[config.mk]
export PLATFORM = sky130hd
export DESIGN_NAME = dars_ram
export DESIGN_NICKNAME = d
export VERILOG_FILES = /design/src/rtl/doppler_aided_range_smoother_core_assert.svh /design/src/rtl/dars_ram.sv
export SDC_FILE = /design/constraint.sdc
export NUM_CORES = 1
export LEC_CHECK = 0
export BUFFER_PORTS_ARGS = -buffer_cell sky130_fd_sc_hd__clkbuf_2
export CAP_MARGIN = 20
export CORE_UTILIZATION = 50
export DETAILED_ROUTE_END_ITERATION = 8
export PLACE_DENSITY_LB_ADDON = 0.08
export SLEW_MARGIN = 20
export SYNTH_ARGS = -nofsm -noshare
export SYNTH_HDL_FRONTEND = slang
export SYNTH_SLANG_ARGS = --single-unit
[constraint.sdc]
create_clock -name clk -period 4.39 [get_ports clk]
set_clock_uncertainty 0.15 [all_clocks]
set_input_delay 0.439 -clock clk [delete_from_list [all_inputs] [get_ports clk]]
set_output_delay 0.439 -clock clk [all_outputs]
set_load 0.01 [all_outputs]
[src/rtl/doppler_aided_range_smoother_core_assert.svh]
// Assertion macros for the range smoother core.
// Define NO_ASSERTIONS to compile them out.
`ifndef DOPPLER_AIDED_RANGE_SMOOTHER_CORE_ASSERT_SVH
`define DOPPLER_AIDED_RANGE_SMOOTHER_CORE_ASSERT_SVH
`ifndef NO_ASSERTIONS
`define DARS_ASSERT_IMP(label, clk, rst_n, ante, cons) \
	label: assert property (@(posedge clk) disable iff (!rst_n) (ante) |-> (cons)) \
		else $error("implication check failed");
`define DARS_ASSERT_NXT(label, clk, rst_n, ante, cons) \
	label: assert property (@(posedge clk) disable iff (!rst_n) (ante) |=> (cons)) \
		else $error("next cycle check failed");
`else
`define DARS_ASSERT_IMP(label, clk, rst_n, ante, cons)
`define DARS_ASSERT_NXT(label, clk, rst_n, ante, cons)
`endif
`endif

[src/rtl/dars_ram.sv]
`timescale 1ns / 1ps
module dars_ram #(
	parameter int WIDTH = 8,
	parameter int DEPTH = 16
) (
	input  logic                     clk,
	input  logic                     we,
	input  logic [$clog2(DEPTH)-1:0] waddr,
	input  logic [WIDTH-1:0]         wdata,
	input  logic                     re,
	input  logic [$clog2(DEPTH)-1:0] raddr,
	output logic [WIDTH-1:0]         rdata
);
	logic [WIDTH-1:0] mem_q [DEPTH];

	always_ff @(posedge clk) begin
		if (we) begin
			mem_q[waddr] <= wdata;
		end
		if (re) begin
			rdata <= mem_q[raddr];
		end
	end
endmodule

# Word level (Yosys, flattened, before mapping)
# Memories as Yosys holds them, arrays and structs flattened. A register that Yosys moved wholly into a read port is not among the register bits.
# Cells that the tools add are included.
# classes
muxes	2
# op_table
op	count
1-bit 2-to-1 mux	2
# word_totals
register_bits	0
ramBits	128
in_bits	19
output_inout_bits	8
word_cells	3
memories	1
# mem_list
memory	words	width	read_ports	rd_clocked_by_memory_dff	wr	line	text
mem_q	16	8	1	1	1	dars_ram.sv:14	logic [WIDTH-1:0] mem_q [DEPTH];

# Logic depth before layout (Yosys ltp)
# depth
depth_word	2
depth_mapped	5
depth_no_buf	3

# Worst setup path after synthesis
# OpenSTA, ideal clock, no wires.
# synth_path
path_kind	input-to-reg
start	in waddr[2]
end	mem mem_q[0][0], enable pin
arrival_time_ns	1.549
path_slack_ns	2.308
path_stages	2
path_buffers	0
cell_sequence	or3b_2 nor3_1
# synth_lines
item	line	text
start, declared	dars_ram.sv:8	input logic [$clog2(DEPTH)-1:0] waddr,
end, declared	dars_ram.sv:14	
# Straight into the memory's write port.

==> impl_metrics.yaml <==
final_layout:
  layout-drive-gt1-share_pct: 27.9
  final_net_count: 286
  multi_input_area_um2: 1070
  final_area_um2: 6020
  n_antenna_cell: 0
  seqCellArea_um2: 4080
  final_cells: 413
  syn2layout_area_growth_pct: 15.2
  fillCellCount: 692
  final_util_pct: 60.5
place:
  place.gp.congestion: 0.701
  place_inst: 381
  io_buffers: 26
  dp_hpwl_mm: 5.81
  placed_area_um2: 5470
floorplan:
  core.rowCount: 36
  dieHeight_um: 104
  top_level_ports: 27
  initial_core_util_pct: 52.5
  dieWidth_um: 104
  die_area_um2: 10900
  core_um2: 9950
logic_synthesis:
  syn_inst: 229
  ys_seq_elements: 136
  syn-num-nets: 248
  ys_warn_count: 0
  netlist_area_um2: 5230
  avgSynthCellArea_um2: 22.8
  synthDistinctLibCells: 18
  yosysSeqAreaShare_pct: 78.1
drt:
  ant_nets: 0
  drt-initial-drc-count: 186
  top_layer_used: "met4"
  totalWireLength_mm: 9.82
  drc: 0
  wl_per_cell_um: 23.8
  viasPerCell: 5.70
  routed-wl-met3_um: 521
  wl_met1_mm: 4.28
  wl_met2_mm: 4.96
  vias: 2353
  dr.pass1.iters: 4
cts:
  clkTransAtPathRegs_ns: 0.06
  clkLatencyLatePin_ns: 0.51
  ctsRootBufferMaster: "clkbuf_8"
  post_cts_resize_count: 0
  cts_hold_buf: 0
  cts_setup_buffers: 0
  cts.path.max_buffers: 2
  cts_num_sinks: 136
  h-tree-depth: 4
  cts_tree: "yes"
  cts_buffers: 17
sta:
  hold_ws_ns: 0.204
  finalHoldViolations: 0
  period_share_pct: 43.9
  layout_min_cycle_time_ns: 1.93
  fmaxAchievable_ghz: 0.519
  max_slew_margin_pct: 34.5
  rsz0062_at_grt: "false"
  tns_ns: 0
  worst_pin_slew_ns: 0.978
  finalSetupViolations: 0
  finalMaxSlewViolations: 0
critical_path:
  path_cells: "clkbuf_2, buf_4, mux4_1, a22oi_1, nand2_1"
  slowest_delay_ns: 0.66
  cp-end-kind: "flip-flop"
  start_kind: "input pin"
  crit_fanout: 32
  crit_required_ns: 4.49
  cp_slowest_cell: "mux4_1"
  cp_data_arrival_time_ns: 2.03
  path_class: "input pin to flip-flop"
  reg2regPathDepth: 3
run:
  max-cap-violations: 0
power_and_ir_drop:
  leakage_nw: 1.99
  powerDensity_nw_per_um2: 482
  ir_drop_v: 0.000257
global_route:
  grt_pass1_vias: 2396
  grt_overflow_total: 0
  antenna_found_initial: 0
  grt_pass1_wl_mm: 14.7
  gr-usage-all-layers_pct: 19.8
  grt_start_max_net_pins: 33
min_path:
  hp-class: "input pin to flip-flop"
  min_path_cells: 1
run_status:
  status: "completed"
==> where the power goes <==
part	internal, mW	switching, mW	leakage, nW	total (mW)
sequential	1.46	0.00793	1.24	1.47
clock	0.798	0.507	0.259	1.31
combinational	0.0511	0.0765	0.496	0.128
==> through the flow <==
| stage | power [mW] | worst slack (ns) |
|---|---|---|
| CTS | 2.93 | 2.42 |
| global route | 3.00 | 2.35 |
| detailed placement | 1.63 | 1.90 |
| global placement | 1.63 | 1.90 |
| floorplan | 1.57 | 2.31 |
| finish | 2.90 | 2.46 |
==> cell type report <==
cell class | count | share of cell area, %
repair buffers | 29 | 2.53
clock inverters | 14 | 2.22
flip-flops and latches | 136 | 67.8
clock buffers | 18 | 6.94
well taps | 133 | 2.76
multi-input cells | 83 | 17.7
==> critical path, delay by kind of cell <==
family                 cells  cell delay (ns)
AND/OR/NAND/NOR            1             0.10
AO/OA/AOI/OAI              1             0.27
buffers and inverters      2             0.55
multiplexers               1             0.66
==> cells in the mapped netlist <==
| cell | instances | area [um^2] |
|---|---|---|
| nand2b_1 | 2 | 12.5 |
| nor3_1 | 4 | 20.0 |
| and2b_1 | 1 | 7.51 |
| or3b_2 | 1 | 8.76 |
| edfxtp_1 | 136 | 4080 |
| buf_4 | 1 | 7.51 |
| mux4_2 | 18 | 405 |
| buf_6 | 3 | 33.8 |
| nand3_1 | 1 | 5.00 |
| and2_1 | 1 | 6.26 |
| nor2_1 | 13 | 48.8 |
| nand2_1 | 9 | 33.8 |
| a22oi_1 | 16 | 120 |
| nor2b_1 | 1 | 6.26 |
| clkdlybuf4s25_2 | 3 | 30.0 |
| buf_2 | 3 | 15.0 |
| mux4_1 | 14 | 368 |
| nand3b_1 | 2 | 15.0 |
==> layout by cell type (no fill, tap or decap), drive strengths merged, types with 2 or more instances in the layout <==
cell / synthesis / final
buf: 7 / 3
clkbuf: 0 / 44
nor2: 13 / 13
nand2: 9 / 9
nand2b: 2 / 2
mux4: 32 / 32
nand3b: 2 / 2
bufinv: 0 / 2
nor3: 4 / 4
clkinvlp: 0 / 4
a22oi: 16 / 16
edfxtp: 136 / 136
clkinv: 0 / 8
==> registers in the layout, indices dropped and copies added (netlist names) <==
register and count:
mem_q 128, rdata 8
==> layer usage <==
layer	vias up	GRT usage (%)
met2	75	30.0
met3	4	5.45
met4	0	7.14
met5	-	0
li1	1055	-
met1	1219	27.9
==> worst paths after layout <==
| check | startpoint | end | slack (ns) |
|---|---|---|---|
| worst max-delay path | raddr[0] | rdata[2] | 2.46 |
| worst min-delay path | wdata[3] | mem_q[15][3] | 0.20 |
| worst max register to register | mem_q[1][2] | rdata[2] | 2.73 |
| worst min register to register | mem_q[11][4] | rdata[4] | 0.60 |
==> cell families (layout without fill, tap and decap cells) <==
| logic type | count (synthesis) | in the layout | synth area share (%) |
|---|---|---|---|
| multiplexers | 32 | 32 | 14.8 |
| buffers and inverters | 10 | 61 | 1.65 |
| AND/OR/NAND/NOR | 35 | 35 | 3.14 |
| flip-flops | 136 | 136 | 78.1 |
| AO/OA/AOI/OAI | 16 | 16 | 2.30 |
Power figures use the tool's default switching activity.
