### src/rtl/doppler_aided_range_smoother_core_assert.svh
// Assertion macros for the range smoother core.
// Define NO_ASSERTIONS to compile them out.
`ifndef DOPPLER_AIDED_RANGE_SMOOTHER_CORE_ASSERT_SVH
`define DOPPLER_AIDED_RANGE_SMOOTHER_CORE_ASSERT_SVH
`ifndef NO_ASSERTIONS
`define DARS_ASSERT_IMP(label, clk, rst_n, ante, cons) \
	label: assert property (@(posedge clk) disable iff (!rst_n) (ante) |-> (cons)) \
		else $error("implication check failed");
`define DARS_ASSERT_NXT(label, clk, rst_n, ante, cons) \
	label: assert property (@(posedge clk) disable iff (!rst_n) (ante) |=> (cons)) \
		else $error("next cycle check failed");
`else
`define DARS_ASSERT_IMP(label, clk, rst_n, ante, cons)
`define DARS_ASSERT_NXT(label, clk, rst_n, ante, cons)
`endif
`endif

### src/rtl/dars_pkg.sv
`timescale 1ns / 1ps
package dars_pkg;
	localparam int NUM_SATS   = 128;
	localparam int NUM_SLOTS  = 8;
	localparam int LOCK_BITS  = 16;
	localparam int SLOT_COUNT = NUM_SATS * NUM_SLOTS;
	localparam int SLOT_AW    = $clog2(SLOT_COUNT);

	localparam int SAT_W      = 7;
	localparam int FS_W       = 3;
	localparam int RANGE_W    = 36;
	localparam int DOP_W      = 26;
	localparam int LAM_W      = 32;
	localparam int TAG_W      = 16;
	localparam int OUT_LOCK_W = 16;

	localparam int WIN_W      = 10;
	localparam int INT_W      = 16;
	localparam int THR_W      = 24;
	localparam int CFG_IDX_W  = 2;
	localparam int CFG_DATA_W = 24;
	localparam logic [CFG_IDX_W-1:0] CFG_WINDOW   = 2'd0;
	localparam logic [CFG_IDX_W-1:0] CFG_INTERVAL = 2'd1;
	localparam logic [CFG_IDX_W-1:0] CFG_JUMP     = 2'd2;
	localparam logic [WIN_W-1:0] WIN_RESET = 10'd100;
	localparam logic [INT_W-1:0] INT_RESET = 16'd256;
	localparam logic [THR_W-1:0] THR_RESET = 24'd10240;

	// Datapath widths of the smoothing arithmetic.
	localparam int TL_W    = INT_W + LAM_W;      // interval times wavelength
	localparam int HALF_W  = TL_W / 2;
	localparam int B_W     = DOP_W + 1;          // Doppler sum magnitude
	localparam int PP_W    = HALF_W + B_W;       // partial product
	localparam int MAG_W   = 37;
	localparam int BASE_W  = 39;
	localparam int PRODN_W = BASE_W + WIN_W + 1;
	localparam int NUM_W   = PRODN_W + 1;
	localparam int DVD_W   = NUM_W + 1;
	localparam int CNT_W   = $clog2(DVD_W);
	localparam int REM_W   = WIN_W + 1;
	localparam int QS_W    = DVD_W + 1;
	localparam int DIFF_W  = QS_W + 1;

	typedef struct packed {
		logic                 valid;
		logic [TAG_W-1:0]     tag;
		logic [LOCK_BITS-1:0] lock;
		logic [DOP_W-1:0]     dop;
		logic [RANGE_W-1:0]   rng;
	} slot_word_t;

	localparam int SLOT_W = $bits(slot_word_t);

	typedef enum logic [3:0] {
		ST_CLEAR, ST_IDLE, ST_READ, ST_EVAL, ST_MUL_LO, ST_MUL_HI, ST_MAG, ST_BASE,
		ST_PROD, ST_NUM, ST_DIV_LOAD, ST_DIV, ST_SIGN, ST_CHECK, ST_WRITE
	} state_t;

	typedef struct packed {
		logic accept;
		logic clear;
		logic read;
		logic eval;
		logic mul_lo;
		logic mul_hi;
		logic mag;
		logic base;
		logic prod;
		logic num;
		logic div_load;
		logic div_step;
		logic sign;
		logic check;
		logic write;
	} cmd_t;

	typedef struct packed {
		logic clear_done;
		logic smooth;
		logic div_done;
	} sts_t;
endpackage

### src/rtl/dars_ctrl.sv
`timescale 1ns / 1ps
module dars_ctrl import dars_pkg::*; (
	input  logic clk,
	input  logic arst_n,
	input  logic start,
	input  sts_t sts,
	output cmd_t cmd,
	output logic busy
);
	state_t state_q, state_d;

	always_ff @(posedge clk or negedge arst_n) begin
		if (!arst_n) begin
			state_q <= ST_CLEAR;
		end else begin
			state_q <= state_d;
		end
	end

	always_comb begin
		state_d = state_q;
		case (state_q)
			ST_CLEAR:    if (sts.clear_done) state_d = ST_IDLE;
			ST_IDLE:     if (start) state_d = ST_READ;
			ST_READ:     state_d = ST_EVAL;
			ST_EVAL:     state_d = sts.smooth ? ST_MUL_LO : ST_WRITE;
			ST_MUL_LO:   state_d = ST_MUL_HI;
			ST_MUL_HI:   state_d = ST_MAG;
			ST_MAG:      state_d = ST_BASE;
			ST_BASE:     state_d = ST_PROD;
			ST_PROD:     state_d = ST_NUM;
			ST_NUM:      state_d = ST_DIV_LOAD;
			ST_DIV_LOAD: state_d = ST_DIV;
			ST_DIV:      if (sts.div_done) state_d = ST_SIGN;
			ST_SIGN:     state_d = ST_CHECK;
			ST_CHECK:    state_d = ST_WRITE;
			ST_WRITE:    state_d = ST_IDLE;
			default:     state_d = ST_CLEAR;
		endcase
	end

	always_comb begin
		cmd = '0;
		case (state_q)
			ST_CLEAR:    cmd.clear = 1'b1;
			ST_IDLE:     cmd.accept = start;
			ST_READ:     cmd.read = 1'b1;
			ST_EVAL:     cmd.eval = 1'b1;
			ST_MUL_LO:   cmd.mul_lo = 1'b1;
			ST_MUL_HI:   cmd.mul_hi = 1'b1;
			ST_MAG:      cmd.mag = 1'b1;
			ST_BASE:     cmd.base = 1'b1;
			ST_PROD:     cmd.prod = 1'b1;
			ST_NUM:      cmd.num = 1'b1;
			ST_DIV_LOAD: cmd.div_load = 1'b1;
			ST_DIV:      cmd.div_step = 1'b1;
			ST_SIGN:     cmd.sign = 1'b1;
			ST_CHECK:    cmd.check = 1'b1;
			ST_WRITE:    cmd.write = 1'b1;
			default:     cmd = '0;
		endcase
	end

	assign busy = (state_q != ST_IDLE);
endmodule

### config.mk
export PLATFORM = sky130hd
export DESIGN_NAME = dars_ctrl
export DESIGN_NICKNAME = d
export VERILOG_FILES = /design/src/rtl/doppler_aided_range_smoother_core_assert.svh /design/src/rtl/dars_pkg.sv /design/src/rtl/dars_ctrl.sv
export SDC_FILE = /design/constraint.sdc
export NUM_CORES = 1
export LEC_CHECK = 0
export ABC_AREA = 0
export ABC_CLOCK_PERIOD_IN_PS = 1500
export BUFFER_PORTS_ARGS = -buffer_cell sky130_fd_sc_hd__buf_2
export CAP_MARGIN = 20
export CORE_AREA = 2 2 39 41
export DETAILED_ROUTE_END_ITERATION = 16
export DIE_AREA = 0 0 41 43
export GPL_ROUTABILITY_DRIVEN = 0
export GPL_TIMING_DRIVEN = 0
export PLACE_DENSITY = 0.56
export SYNTH_ARGS = -nofsm -noshare
export SYNTH_HDL_FRONTEND = slang
export SYNTH_SLANG_ARGS = --single-unit
### constraint.sdc
create_clock -name clk -period 1.5 [get_ports clk]
set_input_delay 0.375 -clock clk [delete_from_list [all_inputs] [get_ports clk]]
set_output_delay 0.375 -clock clk [all_outputs]
set_load 0.03 [all_outputs]
-- After elaboration in Yosys (flattened, before gate mapping)
Index checks and enable logic that the tools add are counted.
- register bits after elaboration: 4
- bits in latches: 0
- bits in writable memories: 0
- bits in read-only memories: 0
- bits of input ports: 6
- output and inout port bits: 16
- word-level logic and storage cells: 41
- memories: 0
- $add $sub $neg: 0
- $mul: 0
- divide/modulo/power cells: 0
- magnitude comparators: 0
- equality and inequality tests: 18
- shift-type cells: 0
- mux-type cells: 20
- bitwise gates (word level): 0
- reduce and logical (&&, ||, !) cells: 2
- operators by type and width (kind ; count):
    $pmux W4 S15 ; 1
    $eq A4 B4 Y1 const B ; 7
    $eq A4 B3 Y1 const B ; 4
    $mux W4 ; 4
    $mux W1 ; 15
    $eq A4 B2 Y1 const B ; 2
    $ne A2 B2 Y1 const B ; 3
    $eq A4 B1 Y1 const B ; 1
    $logic_not A4 Y1 ; 1
    $ne A4 B1 Y1 const B ; 1
    $reduce_and A3 Y1 ; 1

-- Depth between registers and ports, before layout
- word-level depth: 3
- depth in mapped cells: 4
- mapped depth without buffers: 3

-- Worst setup path after synthesis
No wires, ideal clock.
- path kind: register to output
- from: register state_q[1]
- to: output cmd[13] in the netlist's numbering
- data arrival time: 1.595 ns
- data required time: 1.125 ns
- path slack: -0.470 ns
- cell stages (with the launch flop): 3
- path buffers: 1
- path through: dfrtp_1 > buf_4 > nor4_1
- RTL lines (what ; RTL line ; RTL):
    start: declaration ; dars_ctrl.sv:10 ; state_t state_q, state_d;
    start signal: assignment ; dars_ctrl.sv:16 ; state_q <= state_d;
    end: declaration ; dars_ctrl.sv:7 ; output cmd_t cmd,

==> flow_metrics.tcl <==
set metrics [dict create \
    grt_pass1_vias 525 \
    worst_slack_ps -128 \
    hold_ws_ps 411 \
    drive_above_1_share 0.807 \
    synth-adder-area-share 0 \
    grt_max_degree 9 \
    ios 22 \
    p_seq_frac 0.117 \
    powerDensity_nw_per_um2 2410 \
    post_drt_wl_per_cell_um 13.4 \
    instances_no_fill 104 \
    drc 0 \
    floorplan.die.height_um 43 \
    p_leak_nw 0.393 \
    tns_ps -1200 \
    cts_tree "done" \
    rsz0062_at_grt "yes" \
    synth_cells 48 \
    grt_overflow 0 \
    yosysTopAreaCellShare 0.274 \
    path_clk_slew_ps 30 \
    final-setup-viol-count 15 \
    synthArstFlopShare 1.00 \
    skew_ps 0.0172 \
    largestRegisters "state_q x4" \
    grt_pass1_wl_mm 2.21 \
    post_dp_cell_area_um2 531 \
    vias 519 \
    port_buffers 21 \
    slew_violations 0 \
    clockBufferDepth 2 \
    synth_flop_cell "dfrtp_1" \
    avgSynthCellArea_um2 7.61 \
    synth_compound_area_frac 0.182 \
    antenna_cells 0 \
    max_freq_mhz 614 \
    largest_reg_flops 4 \
    violations "setup timing" \
    min_period_ps 1630 \
    arrival_ps 1250 \
    timing.max_cap.violations 0 \
    dieWidth_um 41 \
    final_cell_mix "buf_6, buf_4, nor2_2, buf_2" \
    cp_max_fo 6 \
    syn_nets 54 \
    synth_top_family_by_area "simple AND/OR/NAND/NOR gates" \
    hold_violations 0 \
    layout_commonest_cell "buf_6" \
    ys_ff_latch 4 \
    post_drt_via_cell_ratio 4.99 \
    dp_hpwl_um 781 \
    clock_sinks 4 \
    status "complete, but fails checks" \
    core_region_area_um2 1380 \
    numCtsBuffers 3 \
    clk_latency_ps 230 \
    hp-class "input port to register" \
    fin_crit_sh 1.09 \
    internal_power_mw 1.11 \
    total_power_mw 2.11 \
    first_iter_violations 12 \
    crit_path_end_kind "primary output" \
    yosys_warnings 0 \
    dieArea_um2 1760 \
    final_area_um2 875 \
    pwr-share-comb 0.822 \
    vdd_ir_drop_max_mv 1.11 \
    synth_top_area_cell "dfrtp_1" \
    placed_cells 85 \
    worstPathRequired_ps 1120 \
    syn_to_final_growth_pct 139 \
    p_clk_frac 0.061 \
    synth-edff-count 0 \
    synthSimpleGateAreaFrac 0.459 \
    grt_usage 0.186 \
    start_util 0.264 \
    fin_nets 96 \
    p_sw_mw 1.00 \
    dr.pass1.iters 4 \
    startpoint_type "register" \
    syn_area_um2 365 \
    yosys.area_share.xor_xnor 0 \
    p_sw_frac 0.475 \
    synth-seq-area-share 0.274 \
    slew_headroom 0.725 \
    criticalPathCategory "register to primary output" \
    htree_levels 1 \
    synth_area_leaders "dfrtp_1, nor3_1, nor2_1" \
    synth_mux_area_frac 0 \
    netlist-cell-type-count 21 \
    regMostFlops "state_q" \
    worst_slew_pin_slew_ps 409 \
    ant_nets 0 \
    clockRootBuffer "clkbuf_4" \
    rows 14 \
    wirelength_mm 1.39 \
    antenna_found_initial 0 \
]
-- power groups by stage --
stage	Sequential (mW)	Combinational [mW]	Clock [mW]
after floorplan	0.216	0.784	0
after global placement	0.238	0.973	0
after detailed placement	0.238	0.977	0
after CTS	0.237	1.57	0.138
after global routing	0.257	1.85	0.140
final	0.246	1.73	0.129
-- metrics by stage --
| step | setup WS, ps | util |
|---|---|---|
| after floorplan | -176 | - |
| after global placement | -87.3 | 0.383 |
| after detailed placement | -99.8 | 0.383 |
| after CTS | -127 | 0.590 |
| after global routing | -167 | 0.632 |
| final | -128 | 0.632 |
-- cells by family after synthesis --
group / after synthesis
buffers and inverters: 4
flip-flops: 4
AO/OA/AOI/OAI: 8
AND/OR/NAND/NOR: 32
-- worst paths after layout --
path                            slack, ps  depth (start not counted)  startpoint         end
max in group asynchronous             900                          2      arst_n  state_q[3]
worst min-delay path                  410                          2      sts[0]  state_q[1]
worst min register to register        730                          2  state_q[2]  state_q[3]
worst max-delay path                 -130                          4  state_q[3]     cmd[10]
min in group asynchronous             480                          2      arst_n  state_q[0]
worst max register to register        110                          4  state_q[1]  state_q[0]
-- timing repair --
| item | CTS | global route |
|---|---|---|
| pin swaps | 1 | 0 |
| buffers inserted | 12 | 2 |
| gates cloned | 1 | 0 |
| resized for setup | 45 | 12 |
| hold buffers | 1 | 0 |
| endpoints found under the setup margin | 16 | 17 |
| endpoints found under the hold margin | 4 | 0 |
-- worst max-delay path, cell delays in order, from the launching register on --
cell	delay, ps
dfrtp_2	420
buf_6	150
nand2b_4	160
nor3_2	110
buf_4	180
-- cell usage after synthesis (2+ instances only) --
cell type and count:
dfrtp_1 4, nor3_1 7, nor2_1 9, nor4_1 2
nand2b_1 5, buf_4 2, nor2b_1 3, a31oi_1 2
nand2_1 2
-- layout make-up --
cell class                      count  area, µm²
Multi-Input combinational cell     40        357
Fill cell                         124        509
Buffer                              4       45.0
Tap cell                           16       20.0
Sequential cell                     4        104
Timing Repair Buffer               37        327
Clock buffer                        3       22.5
-- metal layers --
layer	wire [µm]	vias to the layer above	GRT usage	share of wire
met5	0	-	0	0
met4	40	0	0.133	0.029
met3	74	4	0.0366	0.053
met2	817	23	0.309	0.59
met1	462	240	0.190	0.33
li1	-	252	-	-
Note: power is estimated with default switching activity, not from simulation.
